**config.mk**
```make
export PLATFORM = sky130hd
export DESIGN_NAME = table_driven_dfa_matcher
export DESIGN_NICKNAME = d
export VERILOG_FILES = /design/src/hw/rtl/dfa_pkg.sv /design/src/hw/rtl/dfa_ram.sv /design/src/hw/rtl/dfa_fifo.sv /design/src/hw/rtl/dfa_front.sv /design/src/hw/rtl/dfa_exec.sv /design/src/hw/rtl/table_driven_dfa_matcher.sv
export SDC_FILE = /design/constraint.sdc
export NUM_CORES = 2
export LEC_CHECK = 0
export ABC_CLOCK_PERIOD_IN_PS = 7600
export BUFFER_PORTS_ARGS = -buffer_cell sky130_fd_sc_hd__buf_2
export CAP_MARGIN = 5
export CORE_ASPECT_RATIO = 0.7
export CORE_MARGIN = 5
export CORE_UTILIZATION = 65
export DETAILED_ROUTE_END_ITERATION = 8
export PLACE_DENSITY = 0.78
export SLEW_MARGIN = 20
export SYNTH_ARGS = -nofsm -noshare
export SYNTH_HDL_FRONTEND = slang
export SYNTH_SLANG_ARGS = --single-unit
```
**constraint.sdc**
```tcl
create_clock -name clk -period 7.6 [get_ports clk]
set_input_delay 0.76 -clock clk [delete_from_list [all_inputs] [get_ports clk]]
set_output_delay 0.76 -clock clk [all_outputs]
set_load 0.01 [all_outputs]
```
**src/hw/rtl/dfa_pkg.sv**
```systemverilog
// Shared types and codes for the table-driven DFA matcher.
// Used by dfa_front, dfa_exec and the top level; depends on nothing else.
`default_nettype none

package dfa_pkg;

  localparam int STATE_W = 4;
  localparam int SYM_W   = 4;
  localparam int MASK_W  = 16;
  localparam int CFG_IDX_W = 2;
  localparam int CFG_DATA_W = 16;

  typedef enum logic [1:0] {
    CMD_WRITE = 2'd0,
    CMD_STEP  = 2'd1,
    CMD_EMPTY = 2'd2,
    CMD_NONE  = 2'd3
  } cmd_t;

  typedef enum logic [CFG_IDX_W-1:0] {
    REG_INITIAL_STATE = 2'd0,
    REG_ACCEPT_MASK   = 2'd1
  } cfg_reg_t;

  typedef enum logic [1:0] {
    OP_WRITE = 2'd0,
    OP_STEP  = 2'd1,
    OP_EMPTY = 2'd2
  } op_t;

  // One word on the input channel.
  typedef struct packed {
    logic [1:0]         command;
    logic [SYM_W-1:0]   symbol;
    logic [STATE_W-1:0] row_state;
    logic [STATE_W-1:0] entry_next;
    logic               entry_dead;
    logic               last;
  } item_t;

  // One word on the result channel.
  typedef struct packed {
    logic               accepted;
    logic [STATE_W-1:0] end_state;
    logic               died;
  } result_t;

  // One transition table entry.
  typedef struct packed {
    logic               dead;
    logic [STATE_W-1:0] next;
  } entry_t;

  // Classified word passed from front to execution.
  typedef struct packed {
    op_t                op;
    logic               sym_ok;
    logic [SYM_W-1:0]   symbol;
    logic [STATE_W-1:0] row_state;
    entry_t             entry;
    logic               last;
  } op_item_t;

endpackage

`default_nettype wire

```
**src/hw/rtl/dfa_ram.sv**
```systemverilog
// Generic single-write, single-read RAM with registered read data.
// No dependencies; holds the transition table.
`default_nettype none

module dfa_ram #(
  parameter int WIDTH = 5,
  parameter int DEPTH = 256
) (
  input  wire logic                     clk,
  input  wire logic                     we,
  input  wire logic [$clog2(DEPTH)-1:0] waddr,
  input  wire logic [WIDTH-1:0]         wdata,
  input  wire logic                     re,
  input  wire logic [$clog2(DEPTH)-1:0] raddr,
  output logic      [WIDTH-1:0]         rdata
);

  logic [WIDTH-1:0] mem [DEPTH];

  always_ff @(posedge clk) begin
    if (we) begin
      mem[waddr] <= wdata;
    end
    if (re) begin
      rdata <= mem[raddr];
    end
  end

endmodule

`default_nettype wire

```
**src/hw/rtl/dfa_fifo.sv**
```systemverilog
// Small register FIFO used for the command queue and the result queue.
// No dependencies.
`default_nettype none

module dfa_fifo #(
  parameter int WIDTH = 8,
  parameter int DEPTH = 4
) (
  input  wire logic                       clk,
  input  wire logic                       rst,
  input  wire logic                       wr_en,
  input  wire logic [WIDTH-1:0]           wr_data,
  input  wire logic                       rd_en,
  output logic      [WIDTH-1:0]           rd_data,
  output logic                            full,
  output logic                            empty,
  output logic      [$clog2(DEPTH+1)-1:0] count
);

  localparam int PTR_W = (DEPTH > 1) ? $clog2(DEPTH) : 1;
  localparam int CNT_W = $clog2(DEPTH + 1);
  localparam logic [PTR_W-1:0] LAST_PTR = PTR_W'(DEPTH - 1);
  localparam logic [CNT_W-1:0] FULL_CNT = CNT_W'(DEPTH);

  logic [WIDTH-1:0] store [DEPTH];
  logic [PTR_W-1:0] wr_ptr, wr_ptr_next;
  logic [PTR_W-1:0] rd_ptr, rd_ptr_next;
  logic [CNT_W-1:0] count_next;
  logic             do_wr, do_rd;

  assign full    = (count == FULL_CNT);
  assign empty   = (count == '0);
  assign rd_data = store[rd_ptr];
  assign do_wr   = wr_en && !full;
  assign do_rd   = rd_en && !empty;

  always_comb begin
    wr_ptr_next = wr_ptr;
    rd_ptr_next = rd_ptr;
    count_next  = count;
    if (do_wr) begin
      wr_ptr_next = (wr_ptr == LAST_PTR) ? '0 : wr_ptr + 1'b1;
    end
    if (do_rd) begin
      rd_ptr_next = (rd_ptr == LAST_PTR) ? '0 : rd_ptr + 1'b1;
    end
    if (do_wr && !do_rd) begin
      count_next = count + 1'b1;
    end else if (do_rd && !do_wr) begin
      count_next = count - 1'b1;
    end
  end

  always_ff @(posedge clk) begin
    if (rst) begin
      wr_ptr <= '0;
      rd_ptr <= '0;
      count  <= '0;
    end else begin
      wr_ptr <= wr_ptr_next;
      rd_ptr <= rd_ptr_next;
      count  <= count_next;
    end
  end

  always_ff @(posedge clk) begin
    if (do_wr) begin
      store[wr_ptr] <= wr_data;
    end
  end

endmodule

`default_nettype wire

```
**src/hw/rtl/dfa_front.sv**
```systemverilog
// Front end: takes input words, decodes the command and range-checks the
// table coordinates. Depends on dfa_pkg.
`default_nettype none

module dfa_front #(
  parameter int NUM_STATES  = 16,
  parameter int NUM_SYMBOLS = 16
) (
  input  wire logic             push,
  input  wire dfa_pkg::item_t   item,
  input  wire logic             q_full,
  output logic                  full,
  output logic                  q_push,
  output dfa_pkg::op_item_t     q_item
);

  import dfa_pkg::*;

  logic sym_ok, row_ok, keep;

  assign sym_ok = 32'(item.symbol) < 32'(NUM_SYMBOLS);
  assign row_ok = 32'(item.row_state) < 32'(NUM_STATES);
  assign full   = q_full;

  always_comb begin
    q_item.sym_ok     = sym_ok;
    q_item.symbol     = item.symbol;
    q_item.row_state  = item.row_state;
    q_item.entry.dead = item.entry_dead;
    q_item.entry.next = item.entry_next;
    q_item.last       = item.last;
    q_item.op         = OP_STEP;
    keep              = 1'b0;
    case (cmd_t'(item.command))
      CMD_WRITE: begin
        // drop writes outside the table
        q_item.op = OP_WRITE;
        keep      = sym_ok && row_ok;
      end
      CMD_STEP: begin
        q_item.op = OP_STEP;
        keep      = 1'b1;
      end
      CMD_EMPTY: begin
        q_item.op = OP_EMPTY;
        keep      = 1'b1;
      end
      default: begin
        keep = 1'b0;
      end
    endcase
  end

  assign q_push = push && !q_full && keep;

endmodule

`default_nettype wire

```
**src/hw/rtl/dfa_exec.sv**
```systemverilog
// Back end: runs table writes and symbol steps against the table RAM,
// resolves each read in the cycle after it issues and emits results. Depends on dfa_pkg.
`default_nettype none

module dfa_exec #(
  parameter int NUM_STATES  = 16,
  parameter int NUM_SYMBOLS = 16,
  parameter int OUT_DEPTH   = 4
) (
  input  wire logic                                          clk,
  input  wire logic                                          rst,
  input  wire logic                                          cfg_valid,
  output logic                                               cfg_ready,
  input  wire logic [dfa_pkg::CFG_IDX_W-1:0]                 cfg_index,
  input  wire logic [dfa_pkg::CFG_DATA_W-1:0]                cfg_data,
  input  wire logic                                          q_empty,
  input  wire dfa_pkg::op_item_t                             q_item,
  output logic                                               q_pop,
  output logic                                               ram_we,
  output logic [$clog2(NUM_STATES*NUM_SYMBOLS)-1:0]          ram_waddr,
  output dfa_pkg::entry_t                                    ram_wdata,
  output logic                                               ram_re,
  output logic [$clog2(NUM_STATES*NUM_SYMBOLS)-1:0]          ram_raddr,
  input  wire dfa_pkg::entry_t                               ram_rdata,
  output logic                                               res_push,
  output dfa_pkg::result_t                                   res_item,
  input  wire logic [$clog2(OUT_DEPTH+1)-1:0]                res_count
);

  import dfa_pkg::*;

  localparam int ADDR_W = $clog2(NUM_STATES * NUM_SYMBOLS);
  localparam logic [ADDR_W-1:0] SYM_MULT = ADDR_W'(NUM_SYMBOLS);

  logic [STATE_W-1:0] initial_state;
  logic [MASK_W-1:0]  accept_mask;
  logic [STATE_W-1:0] cur_state;
  logic               cur_dead;

  // resolve stage: holds the step whose table read is in flight
  logic               r_valid;
  logic               r_read;
  logic [STATE_W-1:0] r_state;
  logic               r_dead;
  logic               r_last;
  logic               r_empty;

  logic [STATE_W-1:0] res_state, live_state;
  logic               res_dead, live_dead, r_result;
  logic               issue_ok, cfg_wr, step_oor, is_step;

  assign cfg_ready = 1'b1;
  assign cfg_wr    = cfg_valid && cfg_ready;

  assign res_dead  = r_read ? ram_rdata.dead : r_dead;
  assign res_state = (r_read && !ram_rdata.dead) ? ram_rdata.next : r_state;
  assign r_result  = r_valid && (r_last || r_empty);

  always_comb begin
    res_item = '0;
    if (r_empty) begin
      res_item.accepted  = (32'(initial_state) < 32'(NUM_STATES)) &&
                           accept_mask[initial_state];
      res_item.end_state = initial_state;
      res_item.died      = 1'b0;
    end else if (res_dead) begin
      res_item.accepted  = 1'b0;
      res_item.end_state = '0;
      res_item.died      = 1'b1;
    end else begin
      res_item.accepted  = (32'(res_state) < 32'(NUM_STATES)) && accept_mask[res_state];
      res_item.end_state = res_state;
      res_item.died      = 1'b0;
    end
  end

  assign res_push = r_result;

  // state seen by the word issuing this cycle; restart after a string end
  always_comb begin
    if (r_result) begin
      live_state = initial_state;
      live_dead  = 1'b0;
    end else if (r_valid) begin
      live_state = res_state;
      live_dead  = res_dead;
    end else begin
      live_state = cur_state;
      live_dead  = cur_dead;
    end
  end

  // leave a slot for the result still in the resolve stage
  assign issue_ok = (32'(res_count) + 32'(r_result)) < 32'(OUT_DEPTH);
  assign q_pop    = !q_empty && issue_ok;

  assign is_step  = (q_item.op == OP_STEP);
  assign step_oor = !q_item.sym_ok || (32'(live_state) >= 32'(NUM_STATES));

  assign ram_we    = q_pop && (q_item.op == OP_WRITE);
  assign ram_waddr = ADDR_W'(q_item.row_state) * SYM_MULT + ADDR_W'(q_item.symbol);
  assign ram_wdata = q_item.entry;
  assign ram_re    = q_pop && is_step && !live_dead && !step_oor;
  assign ram_raddr = ADDR_W'(live_state) * SYM_MULT + ADDR_W'(q_item.symbol);

  always_ff @(posedge clk) begin
    if (rst) begin
      initial_state <= '0;
      accept_mask   <= '0;
      cur_state     <= '0;
      cur_dead      <= 1'b0;
      r_valid       <= 1'b0;
      r_read        <= 1'b0;
      r_last        <= 1'b0;
      r_empty       <= 1'b0;
    end else begin
      r_valid   <= q_pop;
      r_read    <= ram_re;
      r_last    <= q_pop && is_step && q_item.last;
      r_empty   <= q_pop && (q_item.op == OP_EMPTY);
      // a new initial state restarts the open string
      if (cfg_wr && (cfg_reg_t'(cfg_index) == REG_INITIAL_STATE)) begin
        cur_state <= cfg_data[STATE_W-1:0];
        cur_dead  <= 1'b0;
      end else begin
        cur_state <= live_state;
        cur_dead  <= live_dead;
      end
      if (cfg_wr) begin
        case (cfg_reg_t'(cfg_index))
          REG_INITIAL_STATE: begin
            initial_state <= cfg_data[STATE_W-1:0];
          end
          REG_ACCEPT_MASK: begin
            accept_mask <= cfg_data[MASK_W-1:0];
          end
          default: begin
            accept_mask <= accept_mask;
          end
        endcase
      end
    end
  end

  always_ff @(posedge clk) begin
    r_state <= live_state;
    r_dead  <= live_dead || (q_pop && is_step && step_oor);
  end

endmodule

`default_nettype wire

```
**src/hw/rtl/table_driven_dfa_matcher.sv**
```systemverilog
// Top level of the table-driven DFA matcher: front end, command queue,
// execution stage, transition table RAM and result queue. Depends on dfa_pkg.
//
// Usage:
//   Input words enter like a queue write: push with full low. Command 0
//   writes one transition table entry, command 1 steps one symbol, command 2
//   classifies the empty string. A step flagged last, and every empty-string
//   command, yield one result; results leave like a queue read: the oldest
//   sits on result while empty is low and goes on pop.
//   The config channel (cfg_valid/cfg_ready, always ready) sets
//   initial_state (index 0) and accept_mask (index 1); write it only while
//   no word is in flight. Writing initial_state restarts the current string.
//   Each word's result goes through the resolve stage into the result queue.
//   Throughput is one word per cycle while the result queue has room: the
//   table RAM has a registered read, and its read data feeds the next step's
//   address in the following cycle. When pop stays low the result queue
//   fills, the execution stage holds, then the command queue fills and full rises.
//   Reset clears the queues, the run state and both config registers; the
//   table holds garbage until written, so load it before stepping.
`default_nettype none

module table_driven_dfa_matcher #(
  parameter int NUM_STATES   = 16,
  parameter int NUM_SYMBOLS  = 16,
  parameter int QUEUE_DEPTH  = 4,
  parameter int RESULT_DEPTH = 4
) (
  input  wire logic                              clk,
  input  wire logic                              rst,
  input  wire logic                              push,
  output logic                                   full,
  input  wire dfa_pkg::item_t                    item,
  output logic                                   empty,
  input  wire logic                              pop,
  output dfa_pkg::result_t                       result,
  input  wire logic                              cfg_valid,
  output logic                                   cfg_ready,
  input  wire logic [dfa_pkg::CFG_IDX_W-1:0]     cfg_index,
  input  wire logic [dfa_pkg::CFG_DATA_W-1:0]    cfg_data
);

  import dfa_pkg::*;

  localparam int ADDR_W  = $clog2(NUM_STATES * NUM_SYMBOLS);
  localparam int OP_W    = $bits(op_item_t);
  localparam int RES_W   = $bits(result_t);
  localparam int ENTRY_W = $bits(entry_t);

  logic                             q_full, q_empty, q_push, q_pop;
  op_item_t                         q_wr_item, q_rd_item;
  logic [OP_W-1:0]                  q_rd_bits;
  logic                             ram_we, ram_re;
  logic [ADDR_W-1:0]                ram_waddr, ram_raddr;
  entry_t                           ram_wdata, ram_rdata;
  logic [ENTRY_W-1:0]               ram_rbits;
  logic                             res_push, res_full;
  result_t                          res_item;
  logic [RES_W-1:0]                 res_bits;
  logic [$clog2(RESULT_DEPTH+1)-1:0] res_count;

  dfa_front #(
    .NUM_STATES (NUM_STATES),
    .NUM_SYMBOLS(NUM_SYMBOLS)
  ) u_front (
    .push  (push),
    .item  (item),
    .q_full(q_full),
    .full  (full),
    .q_push(q_push),
    .q_item(q_wr_item)
  );

  dfa_fifo #(
    .WIDTH(OP_W),
    .DEPTH(QUEUE_DEPTH)
  ) u_cmd_queue (
    .clk    (clk),
    .rst    (rst),
    .wr_en  (q_push),
    .wr_data(q_wr_item),
    .rd_en  (q_pop),
    .rd_data(q_rd_bits),
    .full   (q_full),
    .empty  (q_empty),
    .count  ()
  );

  assign q_rd_item = op_item_t'(q_rd_bits);

  dfa_exec #(
    .NUM_STATES (NUM_STATES),
    .NUM_SYMBOLS(NUM_SYMBOLS),
    .OUT_DEPTH  (RESULT_DEPTH)
  ) u_exec (
    .clk      (clk),
    .rst      (rst),
    .cfg_valid(cfg_valid),
    .cfg_ready(cfg_ready),
    .cfg_index(cfg_index),
    .cfg_data (cfg_data),
    .q_empty  (q_empty),
    .q_item   (q_rd_item),
    .q_pop    (q_pop),
    .ram_we   (ram_we),
    .ram_waddr(ram_waddr),
    .ram_wdata(ram_wdata),
    .ram_re   (ram_re),
    .ram_raddr(ram_raddr),
    .ram_rdata(ram_rdata),
    .res_push (res_push),
    .res_item (res_item),
    .res_count(res_count)
  );

  dfa_ram #(
    .WIDTH(ENTRY_W),
    .DEPTH(NUM_STATES * NUM_SYMBOLS)
  ) u_table (
    .clk  (clk),
    .we   (ram_we),
    .waddr(ram_waddr),
    .wdata(ram_wdata),
    .re   (ram_re),
    .raddr(ram_raddr),
    .rdata(ram_rbits)
  );

  assign ram_rdata = entry_t'(ram_rbits);

  // exec only pushes when a slot is reserved, so res_full is never hit
  dfa_fifo #(
    .WIDTH(RES_W),
    .DEPTH(RESULT_DEPTH)
  ) u_res_queue (
    .clk    (clk),
    .rst    (rst),
    .wr_en  (res_push && !res_full),
    .wr_data(res_item),
    .rd_en  (pop),
    .rd_data(res_bits),
    .full   (res_full),
    .empty  (empty),
    .count  (res_count)
  );

  assign result = result_t'(res_bits);

endmodule

`default_nettype wire
```
# == Yosys cells after proc, flatten, opt, wreduce, memory -nomap -nowiden ==
# Memories as Yosys holds them, arrays and structs flattened. A register that Yosys moved wholly into a read port is not among the register bits.
# Index checks and enable logic that the tools add are counted.
# totals
latch_bits,0
inputBits,39
memories,3
mem_bits_rw,1368
mem_bits_ro,0
ff_bits,48
# memory_table
memory,depth,width,rd,rd_clocked_by_memory_dff,write_ports,line_no,text
u_table.mem,256,5,1,1,1,dfa_ram.sv:18,logic [WIDTH-1:0] mem [DEPTH];
u_cmd_queue.store,4,16,1,1,1,dfa_fifo.sv:25,logic [WIDTH-1:0] store [DEPTH];
u_res_queue.store,4,6,1,1,1,dfa_fifo.sv:25,
# op_classes
reduce_logical,46
mux,33
n_eq_ne,11
magnitude_cmp,3
div,0
multipliers,0
addsub,11
bitwise,0
shifts,0
# ops
op,count
32-bit by 3-bit less-than comparator with 1-bit output (second input constant),1
1-bit logical AND,21
8-bit by 4-bit adder with 8-bit output,2
2-bit two-way mux,8
4-bit two-way mux,4
2-bit == test (second input constant),6
1-bit two-way mux,12
3-bit two-way mux,4
6-bit two-way mux,2
1-bit zero test,10
4-bit by 5-bit less-than comparator with 1-bit output (second input constant),2
2-bit by 1-bit adder with 2-bit output (second input constant),4
1-bit binary-select mux with 4-bit select,2
3-bit by 1-bit adder with 3-bit output (second input constant),2
2-bit by 1-bit == test with 1-bit output (second input constant),3
3-bit == test (second input constant),2
2-bit zero test,3
3-bit zero test,2
3-bit by 1-bit subtractor with 3-bit output (second input constant),2
3-bit by 1-bit adder with 4-bit output,1
2-bit one-hot mux with 2 select lines,1
2-bit AND reduction,2
2-bit nonzero test,2
3-bit OR reduction,1
4 further kinds,5

# == Depth between registers and ports, before layout ==
# depth
word_depth,9
ltp_mapped,14
depth_no_buf,9

# == Modules after synthesis ==
# Synthesis repeated with hierarchy kept, for this count alone.
# unflattened
hier_cells,2959
area_unflattened_um2,56666.8
# by_module_without_submodules
mod,cells_each,seq_area_each_um2,area_each_um2,instances
dfa_ram,2497,38587.0,50334.5,1
dfa_fifo at u_cmd_queue,139,2222.1,2972.9,1
dfa_exec,222,680.7,1845.5,1
dfa_fifo at u_res_queue,79,900.9,1350.0,1
dfa_front,21,0.0,150.1,1
table_driven_dfa_matcher,1,0.0,13.8,1

# == Least setup slack after synthesis ==
# OpenSTA, ideal clock, no wires.
# synth_path
path_kind,flip-flop to flip-flop
startpoint,register (tool-made name)
endpoint,"memory u_table.mem[0][0], data pin"
stages_incl_launch_ff,4
period_less_slack_ps,3553
t_arrival_ps,3001
setup_slack_ps,4047
t_required_ps,7049
cell_sequence,dfxtp_1 > buf_6 > buf_1 > mux4_2
# synth_lines
item,line_no
"end, declared",dfa_ram.sv:18

==> impl_metrics.xml <==
<?xml version="1.0" encoding="UTF-8"?>
<metrics>
  <group name="run_status">
    <metric name="status" unit="">completed</metric>
  </group>
  <group name="synth">
    <metric name="synth_seq_area_share" unit="%">73.5</metric>
    <metric name="netlist_instances" unit="">3845</metric>
    <metric name="synth_nets" unit="">3898</metric>
    <metric name="synth_ff_type" unit="">sky130_fd_sc_hd__edfxtp_1</metric>
    <metric name="synth_edf_count" unit="">1373</metric>
    <metric name="synth-seq-cells" unit="">1425</metric>
    <metric name="largest_family_of_logic_cells_by_synthesized_area" unit="">simple AND/OR/NAND/NOR gates</metric>
    <metric name="synth-async-reset-ratio" unit="%">0</metric>
    <metric name="synthSimpleGateAreaFrac" unit="%">9.45</metric>
    <metric name="compound_gate_fraction_of_synth_area" unit="%">7.94</metric>
    <metric name="yosys-mux-area-fraction" unit="%">6.46</metric>
    <metric name="synth.cell_area" unit="um^2">57500</metric>
    <metric name="synth.distinct_cells" unit="">63</metric>
    <metric name="adder_cell_fraction_of_synth_area" unit="%">0.331</metric>
    <metric name="postSynthAreaPerCell" unit="um^2">15.0</metric>
    <metric name="synth-warning-count" unit="">0</metric>
    <metric name="xor_xnor_portion_of_the_synthesized_cell_area" unit="%">0.0609</metric>
  </group>
  <group name="flow_run">
    <metric name="cap_violations" unit="">0</metric>
  </group>
  <group name="worst_setup_path">
    <metric name="worst_setup_path_endpoint" unit="">u_table.rdata[3]</metric>
    <metric name="timing.critical_path.from_type" unit="">flop</metric>
    <metric name="worst-setup-path-type" unit="">flop to flop</metric>
    <metric name="setup.worst_path.end_class" unit="">flop</metric>
    <metric name="r2r.worst_path.cells" unit="">11</metric>
    <metric name="setup.reg_to_reg.worst_slack" unit="ns">2.52</metric>
    <metric name="worst_ep_arrival_time" unit="ns">5.57</metric>
    <metric name="required" unit="ns">8.09</metric>
    <metric name="worst_r2r_endpoint" unit="">u_table.rdata[3]</metric>
    <metric name="path_max_fanout" unit="">107</metric>
  </group>
  <group name="drt">
    <metric name="wl_final" unit="um">150000</metric>
    <metric name="drt_drc_violations_left" unit="">0</metric>
    <metric name="via_to_cell_ratio" unit="">6.93</metric>
    <metric name="drt_iter0_markers" unit="">6182</metric>
    <metric name="route.vias.total" unit="">35200</metric>
    <metric name="met1_length" unit="um">58000</metric>
    <metric name="route.met3.wl" unit="um">24100</metric>
    <metric name="detailedRoute.firstPassIterationCount" unit="">6</metric>
    <metric name="detail_route.wl_per_cell" unit="um">29.6</metric>
    <metric name="count_of_antenna_violating_nets_left_after_detailed_routing" unit="">0</metric>
    <metric name="top_layer" unit="">met5</metric>
    <metric name="wl_met2" unit="um">63500</metric>
  </group>
  <group name="final_layout">
    <metric name="syn_to_final_growth" unit="%">9.21</metric>
    <metric name="final_layout_size_suffix_gt1_share" unit="%">10.1</metric>
    <metric name="postLayoutCellArea" unit="um^2">62800</metric>
    <metric name="finalNetCount" unit="">3867</metric>
    <metric name="final_core_utilization" unit="%">71.4</metric>
  </group>
  <group name="power">
    <metric name="power_density" unit="nW/um^2">396</metric>
    <metric name="leakage" unit="nW">20.1</metric>
    <metric name="total_power" unit="mW">24.9</metric>
    <metric name="max_vdd_drop" unit="V">0.000538</metric>
  </group>
  <group name="clocking">
    <metric name="cts.htree.levels" unit="">4</metric>
    <metric name="max_buffers_root_to_sink" unit="">3</metric>
    <metric name="clkTransAtPathRegs" unit="ns">0.06</metric>
    <metric name="post-cts-setup-buffers" unit="">0</metric>
    <metric name="ctsResizeCount" unit="">0</metric>
    <metric name="cts_tree" unit="">yes</metric>
    <metric name="clockRootBuffer" unit="">sky130_fd_sc_hd__clkbuf_16</metric>
    <metric name="cts.hold.buffers_added" unit="">0</metric>
    <metric name="cts_inserted_buffers" unit="">131</metric>
    <metric name="clock_sink_count" unit="">1425</metric>
    <metric name="clkLatencyLatePin" unit="ns">0.76</metric>
  </group>
  <group name="floorplanning">
    <metric name="core_area" unit="um^2">87900</metric>
    <metric name="initial_core_util" unit="%">65.4</metric>
    <metric name="chipWidth" unit="um">365</metric>
    <metric name="chipHeight" unit="um">259</metric>
    <metric name="dieArea" unit="um^2">94600</metric>
    <metric name="io_pins" unit="">48</metric>
    <metric name="placement_rows" unit="">91</metric>
  </group>
  <group name="min_path">
    <metric name="min_path_type" unit="">input pin to flop</metric>
  </group>
  <group name="timing">
    <metric name="timing.final.ws_setup" unit="ns">2.52</metric>
    <metric name="rsz0062_at_grt" unit="">false</metric>
    <metric name="worst_pin_slew" unit="ns">1.27</metric>
    <metric name="final.min_clock_period" unit="ns">5.08</metric>
    <metric name="timing.final.crit_share" unit="%">66.8</metric>
    <metric name="fin_worst_skew" unit="ns">0.0251</metric>
    <metric name="setup-violations-final" unit="">0</metric>
    <metric name="fmax" unit="GHz">0.197</metric>
    <metric name="final-max-slew-violation-count" unit="">0</metric>
    <metric name="final-hold-violation-count" unit="">0</metric>
    <metric name="max_slew_margin" unit="%">15.4</metric>
    <metric name="final.setup.tns" unit="ns">0</metric>
  </group>
  <group name="placement">
    <metric name="placed_area" unit="um^2">58600</metric>
    <metric name="io_buffers" unit="">46</metric>
    <metric name="routabilityCongestion" unit="">0.897</metric>
    <metric name="dpl.hpwl" unit="um">89300</metric>
    <metric name="detailedPlace.worstSlack" unit="ns">2.72</metric>
  </group>
  <group name="grt">
    <metric name="first_pass_grt_wire_length" unit="um">219000</metric>
    <metric name="globalRouteTotalUtil" unit="%">31.8</metric>
    <metric name="grt_max_degree" unit="">223</metric>
    <metric name="antenna_found_initial" unit="">5</metric>
    <metric name="vias_in_the_first_global_route" unit="">32700</metric>
    <metric name="grt_overflow_total" unit="">0</metric>
  </group>
</metrics>
layout make-up:
type                    instances  area [um^2]
inverters                      15         56.3
flip-flops and latches       1425        42300
diodes                          3         7.51
clock inverters                67          558
repair buffers                110          856
multi-input cells            2131        14000
well taps                    1162         1450
fillers                      5428        25100
clock buffers                 169         3570
worst min path at each step:
stage | start | endpoint | slack [ns] | cells after the start
3_5_place_dp | u_exec.accept_mask[14] | u_exec.accept_mask[14] | 0.46 | 2
4_1_cts | item[8] | u_cmd_queue.store[2][8] | 0.17 | 1
2_1_floorplan | u_exec.cur_dead | u_exec.r_dead | 0.43 | 2
6_report | item[0] | u_cmd_queue.store[0][0] | 0.21 | 1
5_1_grt | item[8] | u_cmd_queue.store[2][8] | 0.20 | 1
3_3_place_gp | u_exec.accept_mask[5] | u_exec.accept_mask[5] | 0.46 | 2
placed cells by master (no fill, tap or decap), drive strengths merged, types with 10 or more instances in the layout:
cell type / n
edfxtp: 1373
a31oi: 42
a311o: 18
nor2b: 195
nor2: 307
o22ai: 14
nand3: 24
dfxtp: 52
a21oi: 62
o32ai: 12
mux4: 75
nand2: 557
buf: 110
a22oi: 11
clkinv: 46
and2: 28
clkbuf: 169
nor4: 25
a211oi: 216
and3: 17
a311oi: 133
nor3: 18
o21ai: 56
mux2: 16
nand4: 10
mux2i: 184
ha: 12
inv: 26
kinds of logic after synthesis:
family / count (synthesis)
AO/OA/AOI/OAI: 619
XOR/XNOR: 4
adder cells (fa/ha/maj): 14
buffers and inverters: 289
flip-flops: 1425
multiplexers: 275
other: 1
AND/OR/NAND/NOR: 1218
metal layers:
metal / vias up / global-route usage (%)
li1: 14700 / -
met5: - / 0
met2: 2775 / 43.7
met3: 311 / 11.1
met1: 17400 / 48.2
met4: 9 / 10.4
registers in the layout, indices dropped and copies added, names as in the netlist, named ones only:
name,cells
u_table.mem,1280
u_cmd_queue.store,64
u_res_queue.store,24
u_exec.accept_mask,16
u_table.rdata,5
u_exec.cur_state,4
u_exec.initial_state,4
u_exec.r_state,4
u_cmd_queue.count,3
u_res_queue.count,3
u_cmd_queue.rd_ptr,2
u_cmd_queue.wr_ptr,2
u_res_queue.rd_ptr,2
u_res_queue.wr_ptr,2
u_exec.cur_dead,1
u_exec.r_dead,1
u_exec.r_empty,1
u_exec.r_last,1
u_exec.r_read,1
u_exec.r_valid,1
synth_stat cells (8+ instances only):
library cell / instances / area [um^2]
sky130_fd_sc_hd__o22ai_1: 14 / 87.6
sky130_fd_sc_hd__mux2_2: 16 / 180
sky130_fd_sc_hd__a311oi_1: 133 / 1160
sky130_fd_sc_hd__a31oi_1: 42 / 263
sky130_fd_sc_hd__nor2_1: 307 / 1150
sky130_fd_sc_hd__clkbuf_1: 131 / 492
sky130_fd_sc_hd__a22oi_1: 11 / 82.6
sky130_fd_sc_hd__ha_1: 12 / 150
sky130_fd_sc_hd__a311o_1: 18 / 180
sky130_fd_sc_hd__nor2b_1: 195 / 1220
sky130_fd_sc_hd__buf_2: 105 / 526
sky130_fd_sc_hd__a21oi_1: 62 / 310
sky130_fd_sc_hd__mux2i_1: 184 / 1840
sky130_fd_sc_hd__or3_1: 8 / 50.1
sky130_fd_sc_hd__a211oi_1: 216 / 1620
sky130_fd_sc_hd__nand2_1: 557 / 2090
sky130_fd_sc_hd__mux4_2: 74 / 1670
sky130_fd_sc_hd__inv_1: 15 / 56.3
sky130_fd_sc_hd__edfxtp_1: 1373 / 41200
sky130_fd_sc_hd__o32ai_1: 12 / 105
sky130_fd_sc_hd__and3_1: 17 / 106
sky130_fd_sc_hd__nand3_1: 24 / 120
sky130_fd_sc_hd__or4_1: 9 / 67.6
sky130_fd_sc_hd__a2111oi_0: 8 / 70.1
sky130_fd_sc_hd__nor3_1: 18 / 90.1
sky130_fd_sc_hd__buf_1: 28 / 105
sky130_fd_sc_hd__dfxtp_1: 52 / 1040
sky130_fd_sc_hd__nand4_1: 10 / 62.6
sky130_fd_sc_hd__o31ai_1: 8 / 60.1
sky130_fd_sc_hd__o21ai_0: 55 / 275
sky130_fd_sc_hd__and2_1: 28 / 175
sky130_fd_sc_hd__nor4_1: 25 / 156
power by group:
| part | total, mW | switching, mW | leakage (nW) | internal [mW] |
|---|---|---|---|---|
| clock network | 6.43 | 2.88 | 2.01 | 3.55 |
| logic | 8.40 | 6.21 | 5.30 | 2.19 |
| registers | 10.0 | 0.0763 | 12.8 | 9.95 |
| total | 24.9 | 9.16 | 20.1 | 15.7 |
worst max-delay path: stages (launching register included):
cell,delay [ns]
sky130_fd_sc_hd__dfxtp_1,0.31
sky130_fd_sc_hd__buf_4,0.35
sky130_fd_sc_hd__mux4_4,0.96
sky130_fd_sc_hd__buf_12,0.47
sky130_fd_sc_hd__buf_4,0.37
sky130_fd_sc_hd__nor2b_1,0.09
sky130_fd_sc_hd__a211oi_1,0.27
sky130_fd_sc_hd__a311oi_1,0.12
sky130_fd_sc_hd__a2111oi_0,1.07
sky130_fd_sc_hd__a211oi_1,0.25
sky130_fd_sc_hd__o21ai_0,0.25
sky130_fd_sc_hd__o221ai_1,0.16
stage by stage:
step	instances	hold slack [ns]
after floorplan	3845	0.434
after global placement	4842	0.459
after detailed placement	4842	0.464
after CTS	5078	0.167
after global routing	5079	0.197
final	5082	0.213
(Power assumes the default switching activity.)
